==> config.mk <==
export PLATFORM = sky130hd
export DESIGN_NAME = error_diffusion_dither_core_flat
export DESIGN_NICKNAME = d
export VERILOG_FILES = /design/src/design/edd_pkg.sv /design/src/design/edd_ifs.sv /design/src/design/error_diffusion_dither_core.sv /design/src/design/edd_front.sv /design/src/design/edd_queue.sv /design/src/design/edd_back.sv /design/src/flat_wrapper.sv
export SDC_FILE = /design/constraint.sdc
export NUM_CORES = 2
export LEC_CHECK = 0
export BUFFER_PORTS_ARGS = -buffer_cell sky130_fd_sc_hd__buf_2
export CAP_MARGIN = 20
export CORE_ASPECT_RATIO = 0.9
export CORE_MARGIN = 8
export CORE_UTILIZATION = 60
export CTS_BUF_LIST = sky130_fd_sc_hd__clkbuf_4 sky130_fd_sc_hd__clkbuf_8
export DETAILED_ROUTE_END_ITERATION = 12
export HOLD_SLACK_MARGIN = 0.02
export PLACE_DENSITY = 0.85
export SLEW_MARGIN = 20
export SYNTH_ARGS = -nofsm -noshare
export SYNTH_HDL_FRONTEND = slang
export SYNTH_SLANG_ARGS = --single-unit
==> constraint.sdc <==
create_clock -name clock -period 57.8 [get_ports clock]
set_clock_uncertainty 0.1 [all_clocks]
set_input_delay 2.89 -clock clock [delete_from_list [all_inputs] [get_ports clock]]
set_output_delay 2.89 -clock clock [all_outputs]
set_load 0.01 [all_outputs]
==> src/design/edd_pkg.sv <==
// shared types, constants and arithmetic helpers of the error diffusion dither core
// no dependencies; used by the interfaces and every module of the core
`timescale 1ns / 1ps
`default_nettype none

package edd_pkg;

   localparam int MAX_COLUMNS = 256;
   localparam int COL_W       = $clog2(MAX_COLUMNS);
   localparam int WCNT_W      = $clog2(MAX_COLUMNS + 1);
   localparam int ADDR_W      = COL_W + 1;
   localparam int ROW_W       = 12;
   localparam int GREY_W      = 4;
   localparam int OUT_COL_W   = 8;
   localparam int COLCFG_W    = 9;
   localparam int CSR_DATA_W  = 12;
   localparam int QDEPTH      = 4;
   localparam int QPTR_W      = $clog2(QDEPTH);
   localparam int QCNT_W      = $clog2(QDEPTH + 1);

   localparam logic [COLCFG_W-1:0] RESET_COLUMNS = 9'd168;
   localparam logic [ROW_W-1:0]    RESET_ROWS    = 12'd144;
   localparam logic [7:0]          THRESHOLD     = 8'd127;
   localparam logic [7:0]          FULL_LEVEL    = 8'd255;

   localparam logic KIND_PIXEL  = 1'b0;
   localparam logic KIND_FLUSH  = 1'b1;
   localparam logic REG_COLUMNS = 1'b0;
   localparam logic REG_ROWS    = 1'b1;

   typedef enum logic [2:0] {
      OP_FILL   = 3'b001,
      OP_LOAD   = 3'b010,
      OP_DECIDE = 3'b100
   } op_kind_type;

   typedef struct packed {
      op_kind_type       kind;
      logic [COL_W-1:0]  col;
      logic [ROW_W-1:0]  row;
      logic [GREY_W-1:0] grey;
      logic              below;
      logic              store_self;
      logic              has_right;
      logic              last_col;
      logic              swap;
      logic              frame_end;
      logic              last;
   } op_type;

   typedef logic signed [8:0] err_type;
   typedef logic signed [7:0] amt_type;

   function automatic logic [7:0] level(input logic [GREY_W-1:0] nib);
      return {nib, nib};
   endfunction

   // weighted error over 16, truncated toward zero
   function automatic amt_type part_of(input err_type err, input logic [2:0] wt);
      logic signed [11:0] prod;
      logic signed [11:0] biased;
      prod   = 12'(err) * $signed({9'd0, wt});
      biased = (prod < 0) ? prod + 12'sd15 : prod;
      return biased[11:4];
   endfunction

   // add to the 8-bit level, clamp, keep the top nibble
   function automatic logic [GREY_W-1:0] spread(input logic [GREY_W-1:0] nib,
                                                input amt_type amt);
      logic signed [9:0] sum;
      sum = $signed({2'b00, level(nib)}) + 10'(amt);
      if (sum < 0) begin
         return '0;
      end else if (sum > $signed({2'b00, FULL_LEVEL})) begin
         return FULL_LEVEL[7:4];
      end else begin
         return sum[7:4];
      end
   endfunction

endpackage

`default_nettype wire

==> src/design/edd_ifs.sv <==
// valid/ready channel interfaces of the dither core: pixel requests, results, register writes
// depends on edd_pkg
`timescale 1ns / 1ps
`default_nettype none

interface edd_req_if import edd_pkg::*; ();
   logic              valid;
   logic              ready;
   logic              kind;
   logic [GREY_W-1:0] grey_in;

   modport source (output valid, kind, grey_in, input ready);
   modport sink (input valid, kind, grey_in, output ready);
endinterface

interface edd_rsp_if import edd_pkg::*; ();
   logic                 valid;
   logic                 ready;
   logic                 black;
   logic [OUT_COL_W-1:0] pixel_column;
   logic [ROW_W-1:0]     pixel_row;
   logic                 frame_end;
   logic                 last;

   modport source (output valid, black, pixel_column, pixel_row, frame_end, last,
                   input ready);
   modport sink (input valid, black, pixel_column, pixel_row, frame_end, last,
                 output ready);
endinterface

interface edd_csr_if import edd_pkg::*; ();
   logic                  valid;
   logic                  ready;
   logic                  index;
   logic [CSR_DATA_W-1:0] data;

   modport source (output valid, index, data, input ready);
   modport sink (input valid, index, data, output ready);
endinterface

`default_nettype wire

==> src/design/error_diffusion_dither_core.sv <==
// error diffusion dither core: 4-bit grey raster in, one black/white decision per pixel out
// decisions pass through the op queue and leave from the result register
// throughput: one transaction per cycle while the queue has room and the result register drains;
//    a row-end transaction with two results holds off the next until its second decide is queued
// reset: synchronous, active high; clears counters and queue, loads 168 columns and 144 rows;
//    the row memory is not cleared
`timescale 1ns / 1ps
`default_nettype none

module error_diffusion_dither_core import edd_pkg::*; (
   input  wire logic clock,
   input  wire logic reset,
   edd_req_if.sink   req_chan,
   edd_rsp_if.source rsp_chan,
   edd_csr_if.sink   csr_chan
);

   op_type push_op, pop_op;
   logic   push_valid, push_ready, pop_valid, pop_ready, restart;

   edd_front u_front (
      .clock      (clock),
      .reset      (reset),
      .req        (req_chan),
      .csr        (csr_chan),
      .push_op    (push_op),
      .push_valid (push_valid),
      .push_ready (push_ready),
      .restart    (restart)
   );

   edd_queue u_queue (
      .clock      (clock),
      .reset      (reset),
      .push_op    (push_op),
      .push_valid (push_valid),
      .push_ready (push_ready),
      .pop_op     (pop_op),
      .pop_valid  (pop_valid),
      .pop_ready  (pop_ready)
   );

   edd_back u_back (
      .clock     (clock),
      .reset     (reset),
      .pop_op    (pop_op),
      .pop_valid (pop_valid),
      .pop_ready (pop_ready),
      .restart   (restart),
      .rsp       (rsp_chan)
   );

`ifndef SYNTHESIS
   a_split_follows: assert property (@(posedge clock) disable iff (reset)
      push_valid && push_ready && push_op.kind == OP_DECIDE && !push_op.last
      |=> push_valid && push_op.kind == OP_DECIDE && push_op.last_col)
      else $error("second decide of a row-end transaction missing");

   a_swap_at_row_end: assert property (@(posedge clock) disable iff (reset)
      push_valid && push_op.swap |-> push_op.last_col)
      else $error("bank swap away from the last column");

   a_frame_end_last: assert property (@(posedge clock) disable iff (reset)
      rsp_chan.valid && rsp_chan.frame_end |-> rsp_chan.last)
      else $error("frame end on a result that is not the last of its transaction");
`endif

endmodule

`default_nettype wire

==> src/design/edd_front.sv <==
// front end: register file, raster counters and classification of each transaction into ops
// depends on edd_pkg and edd_ifs
`timescale 1ns / 1ps
`default_nettype none

module edd_front import edd_pkg::*; (
   input  wire logic  clock,
   input  wire logic  reset,
   edd_req_if.sink    req,
   edd_csr_if.sink    csr,
   output op_type     push_op,
   output logic       push_valid,
   input  wire logic  push_ready,
   output logic       restart
);

   logic [COLCFG_W-1:0] cols_ff;
   logic [ROW_W-1:0]    rows_ff;
   logic [COL_W-1:0]    ac_ff, ac_in;
   logic [ROW_W-1:0]    ar_ff, ar_in;
   logic [COL_W-1:0]    dc_ff, dc_in;
   logic                sec_v_ff, sec_v_in;
   op_type              sec_op_ff, sec_op_in;

   logic [WCNT_W-1:0]   w_cols;
   logic [ROW_W-1:0]    h_rows;
   logic [COL_W-1:0]    last_idx;
   logic                drain, a_last, d_last, acc;
   op_type              op1, op2;
   logic                op1_v, op2_v;

   assign csr.ready = 1'b1;
   assign restart   = csr.valid;
   assign req.ready = push_ready && !sec_v_ff;
   assign acc       = req.valid && req.ready;

   always_comb begin
      if (cols_ff == '0) begin
         w_cols = WCNT_W'(1);
      end else if (int'(cols_ff) > MAX_COLUMNS) begin
         w_cols = WCNT_W'(MAX_COLUMNS);
      end else begin
         w_cols = WCNT_W'(cols_ff);
      end
      h_rows   = (rows_ff == '0) ? ROW_W'(1) : rows_ff;
      last_idx = COL_W'(w_cols - WCNT_W'(1));
   end

   assign drain  = ar_ff >= h_rows;
   assign a_last = ac_ff == last_idx;
   assign d_last = dc_ff == last_idx;

   always_comb begin
      op1   = '0;
      op2   = '0;
      op1_v = 1'b0;
      op2_v = 1'b0;
      ac_in = ac_ff;
      ar_in = ar_ff;
      dc_in = dc_ff;
      if (req.kind == KIND_PIXEL) begin
         if (!drain && (WCNT_W'(ac_ff) < w_cols)) begin
            op1.grey = req.grey_in;
            op1.row  = ar_ff - ROW_W'(1);
            op1_v    = 1'b1;
            if (ar_ff == '0) begin
               op1.kind     = OP_FILL;
               op1.col      = ac_ff;
               op1.last_col = a_last;
               op1.swap     = a_last;
            end else if (ac_ff == '0 && !a_last) begin
               op1.kind = OP_LOAD;
            end else if (ac_ff == '0) begin
               op1.kind       = OP_DECIDE;
               op1.col        = '0;
               op1.below      = 1'b1;
               op1.store_self = 1'b1;
               op1.last_col   = 1'b1;
               op1.swap       = 1'b1;
               op1.last       = 1'b1;
            end else begin
               op1.kind      = OP_DECIDE;
               op1.col       = ac_ff - COL_W'(1);
               op1.below     = 1'b1;
               op1.has_right = 1'b1;
               op1.last      = !a_last;
               op2.kind      = OP_DECIDE;
               op2.col       = ac_ff;
               op2.row       = op1.row;
               op2.below     = 1'b1;
               op2.last_col  = 1'b1;
               op2.swap      = 1'b1;
               op2.last      = 1'b1;
               op2_v         = a_last;
            end
            if (a_last) begin
               ac_in = '0;
               ar_in = ar_ff + ROW_W'(1);
               dc_in = '0;
            end else begin
               ac_in = ac_ff + COL_W'(1);
            end
         end
      end else begin
         if (drain && (WCNT_W'(dc_ff) < w_cols)) begin
            op1.kind      = OP_DECIDE;
            op1.col       = dc_ff;
            op1.row       = h_rows - ROW_W'(1);
            op1.has_right = !d_last;
            op1.last_col  = d_last;
            op1.frame_end = d_last;
            op1.last      = 1'b1;
            op1_v         = 1'b1;
            if (d_last) begin
               ac_in = '0;
               ar_in = '0;
               dc_in = '0;
            end else begin
               dc_in = dc_ff + COL_W'(1);
            end
         end
      end
   end

   always_comb begin
      push_valid = sec_v_ff || (acc && op1_v);
      push_op    = sec_v_ff ? sec_op_ff : op1;
      sec_v_in   = sec_v_ff ? !push_ready : (acc && op2_v);
      sec_op_in  = sec_v_ff ? sec_op_ff : op2;
   end

   always_ff @(posedge clock) begin
      if (reset) begin
         cols_ff  <= RESET_COLUMNS;
         rows_ff  <= RESET_ROWS;
         ac_ff    <= '0;
         ar_ff    <= '0;
         dc_ff    <= '0;
         sec_v_ff <= 1'b0;
      end else if (csr.valid) begin
         case (csr.index)
            REG_COLUMNS: cols_ff <= csr.data[COLCFG_W-1:0];
            REG_ROWS:    rows_ff <= csr.data[ROW_W-1:0];
            default:     cols_ff <= cols_ff;
         endcase
         ac_ff    <= '0;
         ar_ff    <= '0;
         dc_ff    <= '0;
         sec_v_ff <= 1'b0;
      end else begin
         if (acc) begin
            ac_ff <= ac_in;
            ar_ff <= ar_in;
            dc_ff <= dc_in;
         end
         sec_v_ff <= sec_v_in;
      end
   end

   always_ff @(posedge clock) begin
      sec_op_ff <= sec_op_in;
   end

endmodule

`default_nettype wire

==> src/design/edd_queue.sv <==
// short op queue between the front end and the back end
// depends on edd_pkg
`timescale 1ns / 1ps
`default_nettype none

module edd_queue import edd_pkg::*; (
   input  wire logic clock,
   input  wire logic reset,
   input  op_type    push_op,
   input  wire logic push_valid,
   output logic      push_ready,
   output op_type    pop_op,
   output logic      pop_valid,
   input  wire logic pop_ready
);

   op_type              slot_ff [QDEPTH];
   logic [QPTR_W-1:0]   wr_ptr_ff, rd_ptr_ff;
   logic [QCNT_W-1:0]   count_ff;
   logic                do_push, do_pop;

   assign push_ready = count_ff != QCNT_W'(QDEPTH);
   assign pop_valid  = count_ff != '0;
   assign pop_op     = slot_ff[rd_ptr_ff];
   assign do_push    = push_valid && push_ready;
   assign do_pop     = pop_valid && pop_ready;

   always_ff @(posedge clock) begin
      if (reset) begin
         wr_ptr_ff <= '0;
         rd_ptr_ff <= '0;
         count_ff  <= '0;
      end else begin
         if (do_push) begin
            wr_ptr_ff <= wr_ptr_ff + QPTR_W'(1);
         end
         if (do_pop) begin
            rd_ptr_ff <= rd_ptr_ff + QPTR_W'(1);
         end
         case ({do_push, do_pop})
            2'b10:   count_ff <= count_ff + QCNT_W'(1);
            2'b01:   count_ff <= count_ff - QCNT_W'(1);
            default: count_ff <= count_ff;
         endcase
      end
   end

   always_ff @(posedge clock) begin
      if (do_push) begin
         slot_ff[wr_ptr_ff] <= push_op;
      end
   end

endmodule

`default_nettype wire

==> src/design/edd_back.sv <==
// back end: two-bank row memory, error spread window and result register
// depends on edd_pkg and edd_ifs
`timescale 1ns / 1ps
`default_nettype none

module edd_back import edd_pkg::*; (
   input  wire logic clock,
   input  wire logic reset,
   input  op_type    pop_op,
   input  wire logic pop_valid,
   output logic      pop_ready,
   input  wire logic restart,
   edd_rsp_if.source rsp
);

   logic [GREY_W-1:0]    row_mem [2 * MAX_COLUMNS];
   logic [GREY_W-1:0]    rd_data_ff;
   logic                 byp_v_ff;
   logic [GREY_W-1:0]    byp_d_ff;
   logic                 pend_v_ff, pend_v_in;
   logic [ADDR_W-1:0]    pend_addr_ff;
   logic [GREY_W-1:0]    pend_d_ff;
   logic [COL_W-1:0]     dptr_ff, dptr_in;
   logic                 bank_ff, bank_in;
   logic [GREY_W-1:0]    wm1_ff, w0_ff;
   amt_type              carry_ff;

   logic                 rsp_v_ff, rsp_v_in;
   logic                 black_ff;
   logic [OUT_COL_W-1:0] col_ff;
   logic [ROW_W-1:0]     row_ff;
   logic                 fend_ff, last_ff;

   logic                 is_dec, slot_free, exec;
   logic [ADDR_W-1:0]    raddr, cur_addr, waddr, op_waddr;
   logic                 we, op_we, set_pend;
   logic [GREY_W-1:0]    wdata, op_wdata;
   logic [GREY_W-1:0]    cur_nib, adj_nib, val_d, fin_m1, new_d, new_r;
   logic [7:0]           g;
   logic                 blk;
   err_type              e;
   amt_type              amt;

   assign is_dec    = pop_op.kind == OP_DECIDE;
   assign slot_free = !rsp_v_ff || rsp.ready;
   assign pop_ready = is_dec ? slot_free : 1'b1;
   assign exec      = pop_valid && pop_ready;

   always_comb begin
      dptr_in = dptr_ff;
      if (restart) begin
         dptr_in = '0;
      end else if (exec && is_dec) begin
         dptr_in = pop_op.last_col ? '0 : pop_op.col + COL_W'(1);
      end
      bank_in = (exec && pop_op.swap) ? !bank_ff : bank_ff;
   end

   assign raddr    = {bank_in, dptr_in};
   assign cur_addr = {bank_ff, dptr_ff};

   // current row value with the pending write and last write forwarded
   always_comb begin
      if (pend_v_ff && pend_addr_ff == cur_addr) begin
         cur_nib = pend_d_ff;
      end else if (byp_v_ff) begin
         cur_nib = byp_d_ff;
      end else begin
         cur_nib = rd_data_ff;
      end
      amt     = (pop_op.col == '0) ? amt_type'(0) : carry_ff;
      adj_nib = spread(cur_nib, amt);
      g       = level(adj_nib);
      blk     = g > THRESHOLD;
      e       = $signed({1'b0, g}) - (blk ? $signed({1'b0, FULL_LEVEL}) : 9'sd0);
      val_d   = pop_op.store_self ? pop_op.grey : w0_ff;
      fin_m1  = spread(wm1_ff, part_of(e, 3'd3));
      new_d   = spread(val_d, part_of(e, 3'd5));
      new_r   = spread(pop_op.grey, part_of(e, 3'd1));
   end

   always_comb begin
      op_we    = 1'b0;
      op_waddr = '0;
      op_wdata = '0;
      set_pend = 1'b0;
      if (exec) begin
         case (pop_op.kind)
            OP_FILL: begin
               op_we    = 1'b1;
               op_waddr = {!bank_ff, pop_op.col};
               op_wdata = pop_op.grey;
            end
            OP_DECIDE: begin
               if (pop_op.below && pop_op.col != '0) begin
                  op_we    = 1'b1;
                  op_waddr = {!bank_ff, pop_op.col - COL_W'(1)};
                  op_wdata = fin_m1;
                  set_pend = pop_op.last_col;
               end else if (pop_op.below && pop_op.last_col) begin
                  op_we    = 1'b1;
                  op_waddr = {!bank_ff, pop_op.col};
                  op_wdata = new_d;
               end
            end
            default: op_we = 1'b0;
         endcase
      end
      we    = op_we || pend_v_ff;
      waddr = op_we ? op_waddr : pend_addr_ff;
      wdata = op_we ? op_wdata : pend_d_ff;
      if (set_pend) begin
         pend_v_in = 1'b1;
      end else if (!op_we) begin
         pend_v_in = 1'b0;
      end else begin
         pend_v_in = pend_v_ff;
      end
   end

   always_comb begin
      rsp_v_in = rsp_v_ff && !rsp.ready;
      if (exec && is_dec) begin
         rsp_v_in = 1'b1;
      end
   end

   always_ff @(posedge clock) begin
      if (we) begin
         row_mem[waddr] <= wdata;
      end
   end

   always_ff @(posedge clock) begin
      rd_data_ff <= row_mem[raddr];
      byp_v_ff   <= we && (waddr == raddr);
      byp_d_ff   <= wdata;
   end

   always_ff @(posedge clock) begin
      if (reset) begin
         pend_v_ff <= 1'b0;
         dptr_ff   <= '0;
         bank_ff   <= 1'b0;
         rsp_v_ff  <= 1'b0;
      end else begin
         pend_v_ff <= pend_v_in;
         dptr_ff   <= dptr_in;
         bank_ff   <= bank_in;
         rsp_v_ff  <= rsp_v_in;
      end
   end

   always_ff @(posedge clock) begin
      if (set_pend) begin
         pend_addr_ff <= {!bank_ff, pop_op.col};
         pend_d_ff    <= new_d;
      end
      if (exec && pop_op.kind == OP_LOAD) begin
         w0_ff <= pop_op.grey;
      end
      if (exec && is_dec) begin
         carry_ff <= part_of(e, 3'd7);
         black_ff <= blk;
         col_ff   <= OUT_COL_W'(pop_op.col);
         row_ff   <= pop_op.row;
         fend_ff  <= pop_op.frame_end;
         last_ff  <= pop_op.last;
         if (pop_op.below) begin
            wm1_ff <= new_d;
            w0_ff  <= new_r;
         end
      end
   end

   assign rsp.valid        = rsp_v_ff;
   assign rsp.black        = black_ff;
   assign rsp.pixel_column = col_ff;
   assign rsp.pixel_row    = row_ff;
   assign rsp.frame_end    = fend_ff;
   assign rsp.last         = last_ff;

endmodule

`default_nettype wire

==> src/flat_wrapper.sv <==
// flat-port wrapper written by rule: the top's interface ports become plain ports
module error_diffusion_dither_core_flat import edd_pkg::*;
  (clock, reset, req_chan_valid, req_chan_kind, req_chan_grey_in, req_chan_ready, rsp_chan_valid, rsp_chan_black, rsp_chan_pixel_column, rsp_chan_pixel_row, rsp_chan_frame_end, rsp_chan_last, rsp_chan_ready, csr_chan_valid, csr_chan_index, csr_chan_data, csr_chan_ready);
  edd_req_if req_chan_i ();
  edd_rsp_if rsp_chan_i ();
  edd_csr_if csr_chan_i ();
  input  wire logic clock;
  input  wire logic reset;
  input wire logic [$bits(req_chan_i.valid)-1:0] req_chan_valid;
  input wire logic [$bits(req_chan_i.kind)-1:0] req_chan_kind;
  input wire logic [$bits(req_chan_i.grey_in)-1:0] req_chan_grey_in;
  output wire logic [$bits(req_chan_i.ready)-1:0] req_chan_ready;
  output wire logic [$bits(rsp_chan_i.valid)-1:0] rsp_chan_valid;
  output wire logic [$bits(rsp_chan_i.black)-1:0] rsp_chan_black;
  output wire logic [$bits(rsp_chan_i.pixel_column)-1:0] rsp_chan_pixel_column;
  output wire logic [$bits(rsp_chan_i.pixel_row)-1:0] rsp_chan_pixel_row;
  output wire logic [$bits(rsp_chan_i.frame_end)-1:0] rsp_chan_frame_end;
  output wire logic [$bits(rsp_chan_i.last)-1:0] rsp_chan_last;
  input wire logic [$bits(rsp_chan_i.ready)-1:0] rsp_chan_ready;
  input wire logic [$bits(csr_chan_i.valid)-1:0] csr_chan_valid;
  input wire logic [$bits(csr_chan_i.index)-1:0] csr_chan_index;
  input wire logic [$bits(csr_chan_i.data)-1:0] csr_chan_data;
  output wire logic [$bits(csr_chan_i.ready)-1:0] csr_chan_ready;
  assign req_chan_i.valid = req_chan_valid;
  assign req_chan_i.kind = req_chan_kind;
  assign req_chan_i.grey_in = req_chan_grey_in;
  assign req_chan_ready = req_chan_i.ready;
  assign rsp_chan_valid = rsp_chan_i.valid;
  assign rsp_chan_black = rsp_chan_i.black;
  assign rsp_chan_pixel_column = rsp_chan_i.pixel_column;
  assign rsp_chan_pixel_row = rsp_chan_i.pixel_row;
  assign rsp_chan_frame_end = rsp_chan_i.frame_end;
  assign rsp_chan_last = rsp_chan_i.last;
  assign rsp_chan_i.ready = rsp_chan_ready;
  assign csr_chan_i.valid = csr_chan_valid;
  assign csr_chan_i.index = csr_chan_index;
  assign csr_chan_i.data = csr_chan_data;
  assign csr_chan_ready = csr_chan_i.ready;
  error_diffusion_dither_core u_core (.clock(clock), .reset(reset), .req_chan(req_chan_i), .rsp_chan(rsp_chan_i), .csr_chan(csr_chan_i));
endmodule
==> reports/qor.yml <==
drt:
  wirelength_um: 268000
  vias: 68248
  drtIter0Drc: 11715
  ant_nets: 0
  via_per_inst: 6.70
  wl_per_cell_um: 26.3
  dr.pass1.iters: 9
  drc: 0
clocking:
  clockBufferDepth: 4
  clock_latency_ns: 1.10
  cts-htree-levels: 5
  cts_tree: "built"
  clock-sinks: 2332
  holdBufCountCts: 0
  cts-buffers-inserted: 361
  clk_pin_slew_ns: 0.06
  cts_setup_buffers: 0
  cts-root-buf: "clkbuf_8"
  post_cts_resized: 0
placed_design:
  dpl-instance-area_um2: 101000
  place.gp.congestion: 0.918
  place_inst: 9536
  hpwl_um: 156000
  port_buffers: 47
logic_synthesis:
  yosys_most_used_dff: "edfxtp_1"
  yosys-top-cells-count: "2249 x edfxtp_1, 1674 x nand2_1, 692 x nor2_1"
  synth_edf_count: 2249
  ys_seq_elements: 2332
  synth.cell_area_um2: 98900
  synth.area.top_cells: "edfxtp_1 68%, nand2_1 6.4%, nor2_1 2.6%"
  netlist.area_leader.share_pct: 68.3
  synth_top_cell_by_area: "edfxtp_1"
  syn-num-nets: 7886
  synth_most_common_cell: "edfxtp_1"
  synth_cell_types: 96
  synth-async-reset-ratio_pct: 0
  synth_warnings: 0
  syn_avg_cell_area_um2: 12.8
  ys_seq_area_share_pct: 70.0
  synth_cells: 7715
sta:
  tns_ns: 0
  finalSetupViolCount: 0
  rsz0062_at_grt: "false"
  period_minus_slack_ns: 16.07
  max_freq_ghz: 0.0622
  fin_crit_sh_pct: 27.8
  drv_slew: 0
  worstMarginPinSlew_ns: 1.21
  slew-limit-headroom_pct: 19.4
  hold_violations: 0
final_layout:
  area_growth_pct: 8.67
  nFillCells: 10524
  drive_gt1_share_pct: 10.3
  final_nets: 7925
  layoutNonFillerInstCount: 10180
  fin_area_um2: 108000
global_route:
  grt_pass1_vias: 65959
  grt_pass1_wl_um: 396000
  grt_use_total_pct: 28.8
  grt_max_degree: 233
  antenna_found_initial: 15
  gr-total-overflow: 0
critical_path:
  worstPathArrival_ns: 16.65
  cp-start-kind: "flop"
  cp_max_fo: 115
  crit_required_ns: 58.38
  worstSetupEndpointType: "flop"
  slowest_delay_ns: 0.93
  crit_top_cell: "o21ai_0"
  cpMaxStageDelayCell: "buf_4"
  path_class: "flop to flop"
worst_hold_path:
  holdCritPathClass: "flop to flop"
floorplanning:
  core_um2: 164000
  row_count: 141
  io-pin-count: 49
  fp.dieH_um: 401
  die_area_um2: 178000
  die_w_um: 444
  start_util_pct: 60.4
status:
  status: "completed"
flow_run:
  cap_violations: 0
==> sequential cells by signal (all words and copies together), names as in the netlist, 8 cells and up, named ones only <==
name and flops:
u_core.u_front.ac_ff 8, u_core.u_front.cols_ff 9, u_core.u_back.row_mem 2048, u_core.u_front.ar_ff 12
u_core.u_front.sec_op_ff 21, u_core.u_front.rows_ff 12, u_core.u_back.rsp.pixel_row 12, u_core.u_back.pend_addr_ff 9
u_core.u_back.rsp.pixel_column 8, u_core.u_back.carry_ff 8, u_core.u_front.dc_ff 8, u_core.u_queue.slot_ff 132
u_core.u_back.dptr_ff 8
==> per-layer routing <==
metal / track usage, % / share of wire (%)
met1: 38.1 / 35
met2: 43.4 / 45
met3: 9.17 / 15
met4: 14.4 / 5.4
met5: 0 / 0.0078
==> critical path: cells and delay by family, from the launching register on <==
kind                     cells  cell delay, ns
AO/OA/AOI/OAI               25            5.30
multiplexers                 1            0.70
buffers and inverters        8            3.52
AND/OR/NAND/NOR              9            2.57
XOR/XNOR                     2            0.45
adder cells (fa/ha/maj)      8            2.51
flip-flops                   1            0.31
==> metrics by stage <==
stage | hold WS (ns) | setup slack [ns] | util (%)
after floorplan | 0.336 | 28.67 | -
after global placement | 0.362 | 41.88 | 61.4
after detailed placement | 0.372 | 41.66 | 61.5
after CTS | 0.381 | 41.53 | 65.6
after global routing | 0.409 | 40.36 | 65.6
final | 0.376 | 41.73 | 65.6
==> cells by family (layout without fill, tap and decap cells) <==
group	after synthesis	count (layout)	synth area share [%]
AOI/OAI and AO/OA	943	943	6.62
and+or+nand+nor	3270	3270	14.1
other	1	22	0.00379
DFF	2332	2332	70.0
muxes	262	262	3.13
xor gates and xnor gates	158	158	1.40
buffers and inverters	601	900	2.78
adders and majority gates	148	148	1.99
==> layout make-up <==
class	count	area, µm²	area share (%)
diodes	21	52.6	0.0489
clock buffers	493	6030	5.61
clock inverters	130	691	0.642
inverters	114	430	0.400
multi-input cells	4782	27200	25.3
flip-flops and latches	2332	69200	64.4
well taps	2145	2680	2.50
repair buffers	163	1220	1.14
==> final timing paths <==
path | startpoint | to | slack [ns] | cells past startpoint
setup / recovery | flop | u_core.u_back.row_mem[63][2] | 41.73 | 53
hold / removal | u_core.u_front.rows_ff[0] | u_core.u_front.rows_ff[0] | 0.38 | 2
setup reg to reg | flop | u_core.u_back.row_mem[63][2] | 41.73 | 53
hold reg to reg | u_core.u_front.rows_ff[0] | u_core.u_front.rows_ff[0] | 0.38 | 2
==> placed cells by master, fill, tap and decap left out, types with 15 or more instances in the layout <==
cell and count:
nor2_1 689, nand4_1 182, and2_1 36, nor3_1 50, a21o_1 27, a32oi_1 258, clkbuf_4 120, a22oi_1 46
inv_1 108, and3_1 28, nor2b_1 19, or3_1 15, clkbuf_8 373, o22ai_1 20, buf_2 47, mux4_2 36
dfxtp_1 82, fa_1 15, clkinv_2 34, a31oi_1 49, buf_4 106, nand2_2 19, o21ai_0 68, xor2_1 46
edfxtp_1 2249, ha_1 133, nand2b_1 21, o21a_1 22, xnor2_1 110, clkinv_1 88, diode_2 21, nand2_1 1656
nand3_1 485, mux2i_1 212, a21oi_1 306, a221oi_1 19, nor4_1 18
Power is left out: the tool's default activity adds up to more than one toggle a clock period on the data nets, which glitch-free logic cannot reach.
